<file path="config.mk">
export PLATFORM = sky130hd
export DESIGN_NAME = neighborhood_symmetry_canonicalizer_top
export DESIGN_NICKNAME = d
export VERILOG_FILES = /design/src/rtl/nsc_pkg.sv /design/src/rtl/nsc_orbit.sv /design/src/rtl/nsc_min.sv /design/src/rtl/nsc_count.sv /design/src/rtl/neighborhood_symmetry_canonicalizer_top.sv
export SDC_FILE = /design/constraint.sdc
export NUM_CORES = 1
export LEC_CHECK = 0
export BUFFER_PORTS_ARGS = -buffer_cell sky130_fd_sc_hd__buf_2
export CAP_MARGIN = 10
export CORE_UTILIZATION = 40
export CTS_CLUSTER_DIAMETER = 120
export DETAILED_ROUTE_END_ITERATION = 10
export PLACE_DENSITY = 0.67
export SLEW_MARGIN = 20
export SYNTH_ARGS = -nofsm -noshare
export SYNTH_HDL_FRONTEND = slang
export SYNTH_SLANG_ARGS = --single-unit
</file>
<file path="constraint.sdc">
create_clock -name i_clk -period 7.58 [get_ports i_clk]
set_input_delay 0.379 -clock i_clk [delete_from_list [all_inputs] [get_ports i_clk]]
set_output_delay 0.379 -clock i_clk [all_outputs]
set_load 0.02 [all_outputs]
</file>
<file path="src/rtl/nsc_pkg.sv">
package nsc_pkg;

    localparam int GRID      = 5;
    localparam int CELLS     = GRID * GRID;
    localparam int CELL_LAST = CELLS - 1;
    localparam int CENTER    = CELLS / 2;
    localparam int NUM_IMG   = 8;
    localparam int ROW_W     = 3;
    localparam int CNT_W     = 5;

    typedef logic [CELLS-1:0] t_img;
    typedef logic [NUM_IMG-1:0][CELLS-1:0] t_orbit;
    typedef logic [ROW_W-1:0] t_row_cnt;
    typedef logic [CNT_W-1:0] t_cnt;

    // New cell (x, y) takes old cell (4 - y, x); cell i sits in bit 24 - i.
    function automatic t_img rotate_ccw(input t_img w);
        t_img r;
        r = '0;
        for (int y = 0; y < GRID; y++) begin
            for (int x = 0; x < GRID; x++) begin
                r[CELL_LAST - (x + GRID * y)] = w[CELL_LAST - ((GRID - 1 - y) + GRID * x)];
            end
        end
        return r;
    endfunction

    // New cell (x, y) takes old cell (4 - x, y).
    function automatic t_img mirror_h(input t_img w);
        t_img r;
        r = '0;
        for (int y = 0; y < GRID; y++) begin
            for (int x = 0; x < GRID; x++) begin
                r[CELL_LAST - (x + GRID * y)] = w[CELL_LAST - ((GRID - 1 - x) + GRID * y)];
            end
        end
        return r;
    endfunction

endpackage

</file>
<file path="src/rtl/nsc_orbit.sv">
module nsc_orbit
    import nsc_pkg::*;
(
    input  logic   i_clk,
    input  logic   i_rst_n,
    input  logic   i_valid,
    input  t_img   i_cells,
    output logic   o_valid,
    output t_orbit o_img
);

    logic   r_valid;
    t_orbit r_img;
    t_orbit n_img;

    // All eight images are pure wiring; one register stage holds them.
    always_comb begin
        n_img[0] = i_cells;
        n_img[1] = rotate_ccw(i_cells);
        n_img[2] = rotate_ccw(rotate_ccw(i_cells));
        n_img[3] = rotate_ccw(rotate_ccw(rotate_ccw(i_cells)));
        n_img[4] = mirror_h(i_cells);
        n_img[5] = rotate_ccw(mirror_h(i_cells));
        n_img[6] = rotate_ccw(rotate_ccw(mirror_h(i_cells)));
        n_img[7] = rotate_ccw(rotate_ccw(rotate_ccw(mirror_h(i_cells))));
    end

    always_ff @(posedge i_clk) begin
        if (!i_rst_n) begin
            r_valid <= 1'b0;
        end else begin
            r_valid <= i_valid;
        end
    end

    always_ff @(posedge i_clk) begin
        r_img <= n_img;
    end

    assign o_valid = r_valid;
    assign o_img   = r_img;

endmodule

</file>
<file path="src/rtl/nsc_min.sv">
module nsc_min
    import nsc_pkg::*;
(
    input  logic   i_clk,
    input  logic   i_rst_n,
    input  logic   i_valid,
    input  t_orbit i_img,
    output logic   o_valid,
    output t_orbit o_img,
    output t_img   o_min
);

    logic       r_v1, r_v2, r_v3;
    t_img [3:0] r_min1;
    t_img [1:0] r_min2;
    t_img       r_min3;
    t_orbit     r_img1, r_img2, r_img3;
    t_img [3:0] n_min1;
    t_img [1:0] n_min2;
    t_img       n_min3;

    always_comb begin
        for (int k = 0; k < 4; k++) begin
            n_min1[k] = (i_img[2*k+1] < i_img[2*k]) ? i_img[2*k+1] : i_img[2*k];
        end
        for (int k = 0; k < 2; k++) begin
            n_min2[k] = (r_min1[2*k+1] < r_min1[2*k]) ? r_min1[2*k+1] : r_min1[2*k];
        end
        n_min3 = (r_min2[1] < r_min2[0]) ? r_min2[1] : r_min2[0];
    end

    always_ff @(posedge i_clk) begin
        if (!i_rst_n) begin
            r_v1 <= 1'b0;
            r_v2 <= 1'b0;
            r_v3 <= 1'b0;
        end else begin
            r_v1 <= i_valid;
            r_v2 <= r_v1;
            r_v3 <= r_v2;
        end
    end

    always_ff @(posedge i_clk) begin
        r_min1 <= n_min1;
        r_min2 <= n_min2;
        r_min3 <= n_min3;
        r_img1 <= i_img;
        r_img2 <= r_img1;
        r_img3 <= r_img2;
    end

    assign o_valid = r_v3;
    assign o_img   = r_img3;
    assign o_min   = r_min3;

endmodule

</file>
<file path="src/rtl/nsc_count.sv">
module nsc_count
    import nsc_pkg::*;
(
    input  logic i_clk,
    input  t_img i_cells,
    output t_cnt o_outer,
    output t_cnt o_total
);

    t_row_cnt [GRID-1:0] r_row;
    t_row_cnt [GRID-1:0] n_row;
    logic                r_ctr1, r_ctr2;
    t_cnt                r_total2, r_total3, r_total4;
    t_cnt                r_outer3, r_outer4;
    t_cnt                n_total;

    always_comb begin
        for (int y = 0; y < GRID; y++) begin
            n_row[y] = '0;
            for (int x = 0; x < GRID; x++) begin
                n_row[y] = n_row[y] + t_row_cnt'(i_cells[y * GRID + x]);
            end
        end
        n_total = '0;
        for (int y = 0; y < GRID; y++) begin
            n_total = n_total + t_cnt'(r_row[y]);
        end
    end

    // Four stages to line up with the image and minimum path.
    always_ff @(posedge i_clk) begin
        r_row    <= n_row;
        r_ctr1   <= i_cells[CENTER];
        r_total2 <= n_total;
        r_ctr2   <= r_ctr1;
        r_total3 <= r_total2;
        r_outer3 <= r_total2 - t_cnt'(r_ctr2);
        r_total4 <= r_total3;
        r_outer4 <= r_outer3;
    end

    assign o_outer = r_outer4;
    assign o_total = r_total4;

endmodule

</file>
<file path="src/rtl/neighborhood_symmetry_canonicalizer_top.sv">
// A neighborhood accepted with start passes the orbit register and the minimum
// tree before o_done strobes. Throughput: one neighborhood per cycle; busy is
// never raised, since each of the four pipeline stages passes data on every clock.
// Reset (synchronous, active low) clears only the stage valid bits; payload
// registers are left as they are. The receiver cannot stall the pipeline.
module neighborhood_symmetry_canonicalizer_top
    import nsc_pkg::*;
(
    input  logic        i_clk,
    input  logic        i_rst_n,
    input  logic        start,
    output logic        busy,
    input  logic [24:0] i_neighborhood,
    output logic        o_done,
    output logic [24:0] o_orbit_0,
    output logic [24:0] o_orbit_1,
    output logic [24:0] o_orbit_2,
    output logic [24:0] o_orbit_3,
    output logic [24:0] o_orbit_4,
    output logic [24:0] o_orbit_5,
    output logic [24:0] o_orbit_6,
    output logic [24:0] o_orbit_7,
    output logic [24:0] o_canonical_value,
    output logic [4:0]  o_outer_count,
    output logic [4:0]  o_total_count
);

    logic   s1_valid;
    t_orbit s1_img;
    t_orbit out_img;

    // The pipeline never holds, so every start is a transfer.
    assign busy = 1'b0;

    // Stage 1: the eight dihedral images, formed by wiring and registered.
    nsc_orbit u_orbit (
        .i_clk   (i_clk),
        .i_rst_n (i_rst_n),
        .i_valid (start && !busy),
        .i_cells (i_neighborhood),
        .o_valid (s1_valid),
        .o_img   (s1_img)
    );

    // Stages 2 to 4: a registered tree of compares picks the smallest image,
    // while the images ride along beside it.
    nsc_min u_min (
        .i_clk   (i_clk),
        .i_rst_n (i_rst_n),
        .i_valid (s1_valid),
        .i_img   (s1_img),
        .o_valid (o_done),
        .o_img   (out_img),
        .o_min   (o_canonical_value)
    );

    // Live-cell counts run in a parallel path of the same depth.
    nsc_count u_count (
        .i_clk   (i_clk),
        .i_cells (i_neighborhood),
        .o_outer (o_outer_count),
        .o_total (o_total_count)
    );

    assign o_orbit_0 = out_img[0];
    assign o_orbit_1 = out_img[1];
    assign o_orbit_2 = out_img[2];
    assign o_orbit_3 = out_img[3];
    assign o_orbit_4 = out_img[4];
    assign o_orbit_5 = out_img[5];
    assign o_orbit_6 = out_img[6];
    assign o_orbit_7 = out_img[7];

    // Every accepted transfer comes out as a result strobe on o_done.
    a_latency: assert property (@(posedge i_clk) disable iff (!i_rst_n)
        start |-> ##4 o_done)
        else $error("result strobe missing four cycles after start");

    a_no_phantom: assert property (@(posedge i_clk) disable iff (!i_rst_n)
        o_done |-> $past(start, 4))
        else $error("result strobe without a matching start");

    // The canonical value is no larger than any image and equals one of them.
    a_min_bound: assert property (@(posedge i_clk) disable iff (!i_rst_n)
        o_done |-> (o_canonical_value <= o_orbit_0) && (o_canonical_value <= o_orbit_1)
                && (o_canonical_value <= o_orbit_2) && (o_canonical_value <= o_orbit_3)
                && (o_canonical_value <= o_orbit_4) && (o_canonical_value <= o_orbit_5)
                && (o_canonical_value <= o_orbit_6) && (o_canonical_value <= o_orbit_7))
        else $error("canonical value exceeds an image");

    a_min_member: assert property (@(posedge i_clk) disable iff (!i_rst_n)
        o_done |-> (o_canonical_value == o_orbit_0) || (o_canonical_value == o_orbit_1)
                || (o_canonical_value == o_orbit_2) || (o_canonical_value == o_orbit_3)
                || (o_canonical_value == o_orbit_4) || (o_canonical_value == o_orbit_5)
                || (o_canonical_value == o_orbit_6) || (o_canonical_value == o_orbit_7))
        else $error("canonical value is not one of the images");

    // The two counts differ by the centre cell of the original image.
    a_counts: assert property (@(posedge i_clk) disable iff (!i_rst_n)
        o_done |-> (o_total_count - o_outer_count) == {4'b0000, o_orbit_0[CENTER]})
        else $error("outer and total counts disagree on the centre cell");

endmodule
</file>
## Word level (Yosys, flattened, before mapping)

Index checks and enable logic that the tools add are counted.

| word-level totals | value |
|---|---|
| bits in registers | 1021 |
| output and inout bits | 237 |
| input bits | 28 |
| logic and storage cells | 94 |

| cells by class | value |
|---|---|
| muxes and demuxes | 7 |
| add/sub/neg operators | 25 |
| magnitude comparators | 7 |

Operators by type and width:

| cell | number |
|---|---|
| $lt 25x25->1 | 7 |
| $mux 25 | 7 |
| $add 3x1->3 | 15 |
| $add 5x3->5 | 3 |
| $add 1x1->2 | 5 |
| $sub 5x1->5 | 1 |
| $add 3x3->4 | 1 |

## Logic depth before layout (Yosys ltp)

Gate-level depths: netlist (run 1).

| logic depth | value |
|---|---|
| depth in word-level cells | 4 |
| mapped depth | 11 |
| depth with buffers taken out | 11 |

## Modules after synthesis

From an unflattened synthesis (run 1), not the netlist that was laid out.

| unflattened totals | value |
|---|---|
| cell total of the unflattened synthesis | 1868 |
| area total of the unflattened synthesis | 25320.5 sq um |

Modules (own cells, without submodules):

| module | cells an instance | instances | seq. area each (sq um) | area each (sq um) |
|---|---|---|---|---|
| nsc_min | 1565 | 1 | 15574.9 | 21964.8 |
| nsc_orbit | 202 | 1 | 520.5 | 1840.5 |
| nsc_count | 99 | 1 | 840.8 | 1503.9 |
| neighborhood_symmetry_canonicalizer_top | 2 | 1 | 0.0 | 11.3 |

## Worst setup path after synthesis (run 1)

Ideal clock, no wire load.

| path | value |
|---|---|
| kind | flip-flop to flip-flop |
| start | register u_count.r_row[0] in the netlist's numbering |
| end | register u_count.r_total2[4] |
| stages on the path, launching flop included | 12 |
| slack | 4.647 ns |
| clock period less this slack | 2.933 ns |
| library setup time | 0.072 ns |
| buffers on the path | 0 |
| arrival | 2.861 ns |
| required time | 7.508 ns |
| cell sequence | dfxtp_1 > ha_1 > fa_1 > xor2_1 > fa_1 > inv_1 > fa_1 > inv_1 > ha_1 > a21o_1 > a21oi_1 > xnor2_1 |

| between the ends | value |
|---|---|
| cells in the longest elaborated chain, start to end | 4 |

Ends and longest elaborated chain:

| what | RTL line | RTL |
|---|---|---|
| start, declared | nsc_count.sv:10 | `t_row_cnt [GRID-1:0] r_row;` |
| start signal, assigned | nsc_count.sv:32 | `r_row <= n_row;` |
| $add 3x3->4 | nsc_count.sv:26 | `n_total = n_total + t_cnt'(r_row[y]);` |
| $add 5x3->5 (3 in series) | nsc_count.sv:26 |  |
| net u_count.n_total[4] | nsc_count.sv:15 | `t_cnt n_total;` |
| end signal, assigned | nsc_count.sv:34 | `r_total2 <= n_total;` |
| end, declared | nsc_count.sv:13 | `t_cnt r_total2, r_total3, r_total4;` |

The timed path passes the listed nets, and every way through them passes these cells.
A chain may end at the register's enable or synchronous reset.

==> summary.txt, run 1 <==
Status
  • Status: completed

Finish
  • Fillcell total: 3178
  • Multi-input gate area: 5430 um^2
  • Syn-to-layout area delta: 13.2%
  • Register area: 6390 um^2
  • Share of layout cells above drive strength 1: 29.3%
  • Design Area, Final: 15700 um^2
  • Nets: 1557
  • Non-Filler Instances: 1847

Power and ir drop
  • Clock network fraction of total power: 34.2%
  • Comb pwr share: 26.1%
  • Pwr Density: 347 nW/um^2
  • VDD IR max: 0.286 mV
  • Switching share of power: 30.6%
  • Flop pwr share: 39.7%
  • Sw power: 1.67 mW
  • Cell internal pwr: 3.79 mW
  • Pleak: 7.77 nW

Yosys
  • Primary FF master, synth: dfxtp_1
  • Yosys warning count: 0
  • Mapped Cells: 1250
  • Synthesized area per cell: 11.1 um^2
  • Cell area after synthesis: 13900 um^2
  • Sequential share of the synthesized area: 45.9%
  • Syn_nets: 1437
  • Number of distinct library cells after synthesis: 52
  • Register bit count reported by yosys: 319
  • Synth top area cells: dfxtp_1 (46%), ha_1 (13%), buf_4 (9.6%)
  • Cell taking the most area after synthesis: dfxtp_1
  • Post-synth EDFFs: 0
  • Async set or reset register ratio after synthesis: 0%
  • Post-synth top area share: 45.9%

Detailed routing
  • Detailed-route via count: 8720
  • # DRC: 0
  • Drt first pass iters: 5
  • Via density: 4.72
  • Antenna Violating Nets Remaining: 0
  • Total Routed Length: 33900 um
  • DRT iter0 DRCs: 371
  • Wirelength per Cell: 18.4 um

Worst hold path
  • Hold Path Stages: 1
  • Hold Crit Class: in -> reg
  • HP Start: i_neighborhood[22]

Placement
  • Post-DP HPWL: 25500 um
  • Placed cells: 1767
  • Placement Cell Area: 14300 um^2
  • Input/output buffers: 263
  • Gpl congestion: 0.893

Floorplan
  • Die Footprint: 35500 um^2
  • Core ar.: 33900 um^2
  • Die Span X: 188 um
  • Rows: 67
  • Num ports: 265
  • Die height: 188 um
  • Starting Density: 41.0%

Worst setup path
  • Path depth of the worst reg2reg path: 9
  • Crit Path Max Fanout: 24
  • CP endpoint kind: flip-flop
  • CP Class: reg -> reg
  • CP required: 8000 ps
  • Worst setup path start: u_orbit.o_img[7]
  • CP arrival: 4030 ps
  • Launch point of the worst reg-to-reg path: u_orbit.o_img[7]
  • Worst setup SP type: flip-flop

Timing
  • Final Hold Viols: 0
  • F_max: 0.277 GHz
  • Final setup viols: 0
  • Final Critical Period: 3610 ps
  • RSZ-0062 raised after global routing: no
  • Sum of negative setup slack: 0 ps
  • Slew margin rel.: 48.1%
  • Worst-Margin Slew: 759 ps
  • Clock Skew: 22.7 ps
  • Max Slew Vio Count: 0
  • Final worst-path cycle share: 47.6%

CTS
  • CTS tree: built
  • Num CTS Buffers: 36
  • Clock Tree Buf Depth: 3
  • Post-CTS Setup Inserts: 0
  • Clock sinks: 319
  • Worst-Skew Late Latency: 520 ps
  • Depth of the CTS H-tree: 2
  • Clock transition at path regs: 60 ps
  • Root Buffer Master: clkbuf_16

Run
  • Max cap viols: 0

Global routing
  • Largest net degree at the start of global routing: 26
  • First-pass GRT wire length: 50500 um
  • Initial antenna violation count: 2
  • Total grt overflow: 0
  • Gr usage total: 18.7%
  • Number of global-route vias before repair: 8482
-- through the flow --
stage / worst slack, ps / total power, mW / hold WS, ps / utilization, %
floorplan: 4650 / 3.25 / 310 / -
global placement: 3760 / 3.60 / 312 / 42.3
detailed placement: 3950 / 3.62 / 312 / 42.3
CTS: 3910 / 5.51 / 9.80 / 46.4
global route: 3790 / 5.75 / 11.8 / 46.4
finish: 3970 / 5.46 / 21.2 / 46.5
-- cells in the mapped netlist, drive strengths merged, types with 6 or more instances --
| cell type | count |
|---|---|
| and2 | 7 |
| nor2b | 6 |
| o21ai | 22 |
| fa | 17 |
| a21o | 21 |
| nor2 | 19 |
| a21oi | 46 |
| clkinv | 24 |
| ha | 142 |
| nand2 | 19 |
| dfxtp | 319 |
| mux2 | 75 |
| a211oi | 8 |
| inv | 133 |
| nand4 | 20 |
| mux2i | 96 |
| a2111oi | 7 |
| buf | 194 |
| nand3 | 17 |
-- registers in the layout (all words and copies together) (netlist names), 15 cells and up --
register	count
u_min.r_min1	100
u_min.o_img	25
u_min.r_img2	25
u_orbit.o_img	25
u_count.r_row	15
u_min.r_img1	25
u_min.o_min	25
u_min.r_min2	50
-- power by group through the flow --
stage          clock network, mW  logic [mW]  registers [mW]
2_1_floorplan                  0       0.959            2.29
3_3_place_gp                   0        1.40            2.20
3_5_place_dp                   0        1.42            2.20
4_1_cts                     1.90        1.44            2.17
5_1_grt                     1.98        1.58            2.20
6_report                    1.87        1.43            2.17
-- path summary, 6_finish.rpt --
kind | endpoint | slack [ps]
max | u_min.r_min1[34] | 3970
min reg2reg | u_min.o_img[21] | 320
max reg2reg | u_min.r_min1[34] | 3970
min | u_orbit.o_img[22] | 20
-- layout make-up --
class | instances | share of cell area [%]
flip-flops and latches | 319 | 40.6
repair buffers | 281 | 9.43
well taps | 448 | 3.56
diodes | 2 | 0.0318
clock inverters | 19 | 1.88
clock buffers | 46 | 6.29
multi-input cells | 575 | 34.5
inverters | 157 | 3.74
-- cell usage in the layout, fill, tap and decap left out, drive strengths merged, types with 2 or more instances in the layout --
cell	instances
nand4	20
o211ai	5
a211o	2
nand3	17
a211oi	8
diode	2
o21bai	2
nand2	19
buf	268
nor4	4
nor3b	2
xnor2	4
inv	136
and2	7
fa	17
clkinvlp	4
a41oi	3
o21a	2
ha	142
a21o	21
clkbuf	46
dfxtp	319
o21ai	22
bufinv	7
nor2	19
mux2	75
mux2i	96
clkinv	29
o2111ai	3
a2111oi	7
xor2	2
a31oi	2
nor2b	6
nor3	5
and4	3
dlygate4sd3	13
a21oi	46
a221oi	4
-- worst max-delay path, cell delays in order (launching register included) --
cell       delay (ps)
dfxtp_1           390
clkinv_1          350
ha_1              600
and3_1            250
nand4_1           180
a2111oi_0         740
nor3_1            220
o22a_1            250
buf_4             280
mux2i_1           250
-- per-layer routing --
layer,part of all wire [%],global-route usage (%)
met2,43,28.9
met4,1.9,4.71
met1,50,27.1
met3,4.9,3.09
met5,0,0
-- logic make-up after synthesis --
logic type / after synthesis / synth area share, %
AND/OR/NAND/NOR: 105 / 4.02
buffers and inverters: 356 / 15.1
adder cells (fa/ha/maj): 159 / 15.2
multiplexers: 171 / 13.0
XOR/XNOR: 6 / 0.378
flip-flops: 319 / 45.9
AO/OA/AOI/OAI: 133 / 6.35
other: 1 / 0.0270
-- repair_timing --
action	CTS	global route
hold buffers	13	0
hold endpoints to repair	13	0
resized for setup	0	0
Note: power is estimated with default switching activity, not from simulation.
==> inputs of run 2 (changes only) <==
==> constraint.sdc (replaced) <==
create_clock -name i_clk -period 3.73 [get_ports i_clk]
set_input_delay 0.1865 -clock i_clk [delete_from_list [all_inputs] [get_ports i_clk]]
set_output_delay 0.1865 -clock i_clk [all_outputs]
set_load 0.02 [all_outputs]
==> run 2 against run 1 <==
Compared with the run above: combinational power is 110% higher; sequential share of layout area is 0.52 points lower; clock skew is 7.9 ps lower; die area stayed put; highest routed layer unchanged; setup slack worse by 3300 ps.
==> summary.txt, run 2 (same netlist as run 1, synthesis figures left out) <==
Finish
  • Biggest regs: u_min.r_min1 (100), u_min.r_min2 (50) (unchanged)
  • Design Area, Final: 15900 um^2 (was 15700 um^2)
  • Commonest non-fill, non-tap cell in the layout: dfxtp_1 (unchanged)
  • Max reg flops: 100 (unchanged)
  • Syn-to-layout area delta: 14.7% (was 13.2%)
  • N_diodes: 0 (was 2)
  • Nets: 1596 (was 1557)
  • Share of layout cells above drive strength 1: 29.8% (was 29.3%)
  • Final core occ: 47.1% (was 46.5%)
  • Most frequent cells in the layout: dfxtp_1 (319), buf_2 (263), ha_1 (142), inv_1 (133), mux2i_1 (96) (unchanged)
  • Reg with most FFs: u_min.r_min1 (unchanged)

Worst setup path
  • CP arrival: 3540 ps (was 4030 ps)
  • CP Class: reg -> reg (unchanged)
  • Crit Path Max Fanout: 2 (was 24)
  • CP required: 4170 ps (was 8000 ps)
  • Worst path bufs/invs: 2 (unchanged)
  • Worst path max stage delay: 560 ps (was 740 ps)
  • CP endpoint kind: flip-flop (unchanged)
  • Worst setup SP type: flip-flop (unchanged)
  • CP top delay family: adder cells (was compound AO/OA/AOI/OAI gates)
  • CP max stage cell: fa_1 (was a2111oi_0)
  • CP most frequent cell: fa_1
  • Worst path cell trace: ha_1, fa_1, xor2_1, fa_1, inv_1, fa_1, inv_1, ha_1, a21o_1, a21oi_1, xnor2_1 (was clkinv_1, ha_1, and3_1, nand4_1, a2111oi_0, nor3_1, o22a_1, buf_4, mux2i_1)

CTS
  • CTS tree: built (unchanged)
  • Clock transition at path regs: 60 ps (about the same)
  • Root Buffer Master: clkbuf_16 (unchanged)
  • Hold buffers post-CTS: 28 (was 13)
  • Worst-Skew Late Latency: 510 ps (was 520 ps)
  • Clock sinks: 319 (unchanged)
  • Post-CTS Setup Inserts: 0 (unchanged)
  • Num CTS Buffers: 34 (was 36)
  • Clock Tree Buf Depth: 3 (unchanged)
  • Post-CTS sizing: 0 (unchanged)
  • Depth of the CTS H-tree: 2 (unchanged)

Floorplan
  • Num ports: 265 (unchanged)
  • Die Footprint: 35500 um^2 (unchanged)
  • Rows: 67 (unchanged)
  • Die height: 188 um (unchanged)
  • Core ar.: 33900 um^2 (unchanged)
  • Starting Density: 41.0% (unchanged)
  • Die Span X: 188 um (unchanged)

Global routing
  • Number of global-route vias before repair: 8938 (was 8482)
  • Largest net degree at the start of global routing: 26 (unchanged)
  • First-pass GRT wire length: 50100 um (was 50500 um)
  • Initial antenna violation count: 0 (was 2)
  • Total grt overflow: 0 (unchanged)
  • Gr usage total: 18.3% (was 18.7%)

Timing
  • RSZ-0062 raised after global routing: no (unchanged)
  • Worst-Margin Slew: 680 ps (was 759 ps)
  • Final worst-path cycle share: 83.1% (was 47.6%)
  • Clock Skew: 14.8 ps (was 22.7 ps)
  • Final Hold Viols: 0 (unchanged)
  • Max Slew Vio Count: 0 (unchanged)
  • F_max: 0.322 GHz (was 0.277 GHz)
  • Sum of negative setup slack: 0 ps (unchanged)
  • Hold slack: 322 ps (was 21.2 ps)
  • Final setup viols: 0 (unchanged)
  • Final Critical Period: 3100 ps (was 3610 ps)
  • Slew margin rel.: 54.7% (was 48.1%)

Detailed routing
  • Total Routed Length: 32600 um (was 33900 um)
  • Detailed-route via count: 8875 (was 8720)
  • # DRC: 0 (unchanged)
  • Antenna Violating Nets Remaining: 0 (unchanged)
  • DRT iter0 DRCs: 480 (was 371)
  • Wirelength per Cell: 17.4 um (was 18.4 um)
  • Drt first pass iters: 4 (was 5)
  • Via density: 4.72 (about the same)

Power and ir drop
  • Overall power: 10.7 mW (was 5.46 mW)
  • VDD IR max: 0.576 mV (was 0.286 mV)
  • Pwr Density: 669 nW/um^2 (was 347 nW/um^2)
  • Pleak: 7.90 nW (was 7.77 nW)

Placement
  • Placement Cell Area: 14600 um^2 (was 14300 um^2)
  • Input/output buffers: 263 (unchanged)
  • Post-DP HPWL: 23900 um (was 25500 um)
  • Gpl congestion: 0.887 (was 0.893)

Status
  • Status: completed (unchanged)

Run
  • Max cap viols: 0 (unchanged)

Worst hold path
  • Hold Crit Class: reg -> reg (was in -> reg)
run 2: stage by stage:
stage	setup slack [ps]	std cells
floorplan	797	1250
global placement	695	1793
detailed placement	658	1793
CTS	601	1879
global route	467	1879
finish	629	1879
run 2: worst paths after layout:
kind	start	endpoint	slack, ps	cells after the start
setup / recovery	u_count.r_row[0]	u_count.r_total2[4]	630	11
hold / removal	u_min.r_img1[8]	u_min.r_img2[8]	320	0
setup reg to reg	u_count.r_row[0]	u_count.r_total2[4]	630	11
hold reg to reg	u_min.r_img1[8]	u_min.r_img2[8]	320	0
run 2: routing by layer:
layer  wire, um  up-vias  track usage [%]
li1           -     4331                -
met1      15400     4258             24.9
met2      14800      219             28.8
met3       1370       67             2.89
met4       1030        0             7.41
met5          0        -                0
run 2: area by class of cell:
class                      instances  area (um^2)
tap                              448          561
timing repair buffer             322         1880
sequential                       319         6390
multi-input combinational        575         5430
clock inverter                    12          154
fill                            3114        17900
inverter                         157          589
clock buffer                      46          947
run 2: power by group:
group,internal [mW],switching [mW]
logic,1.29,1.67
registers,4.09,0.311
clock network,2.00,1.31
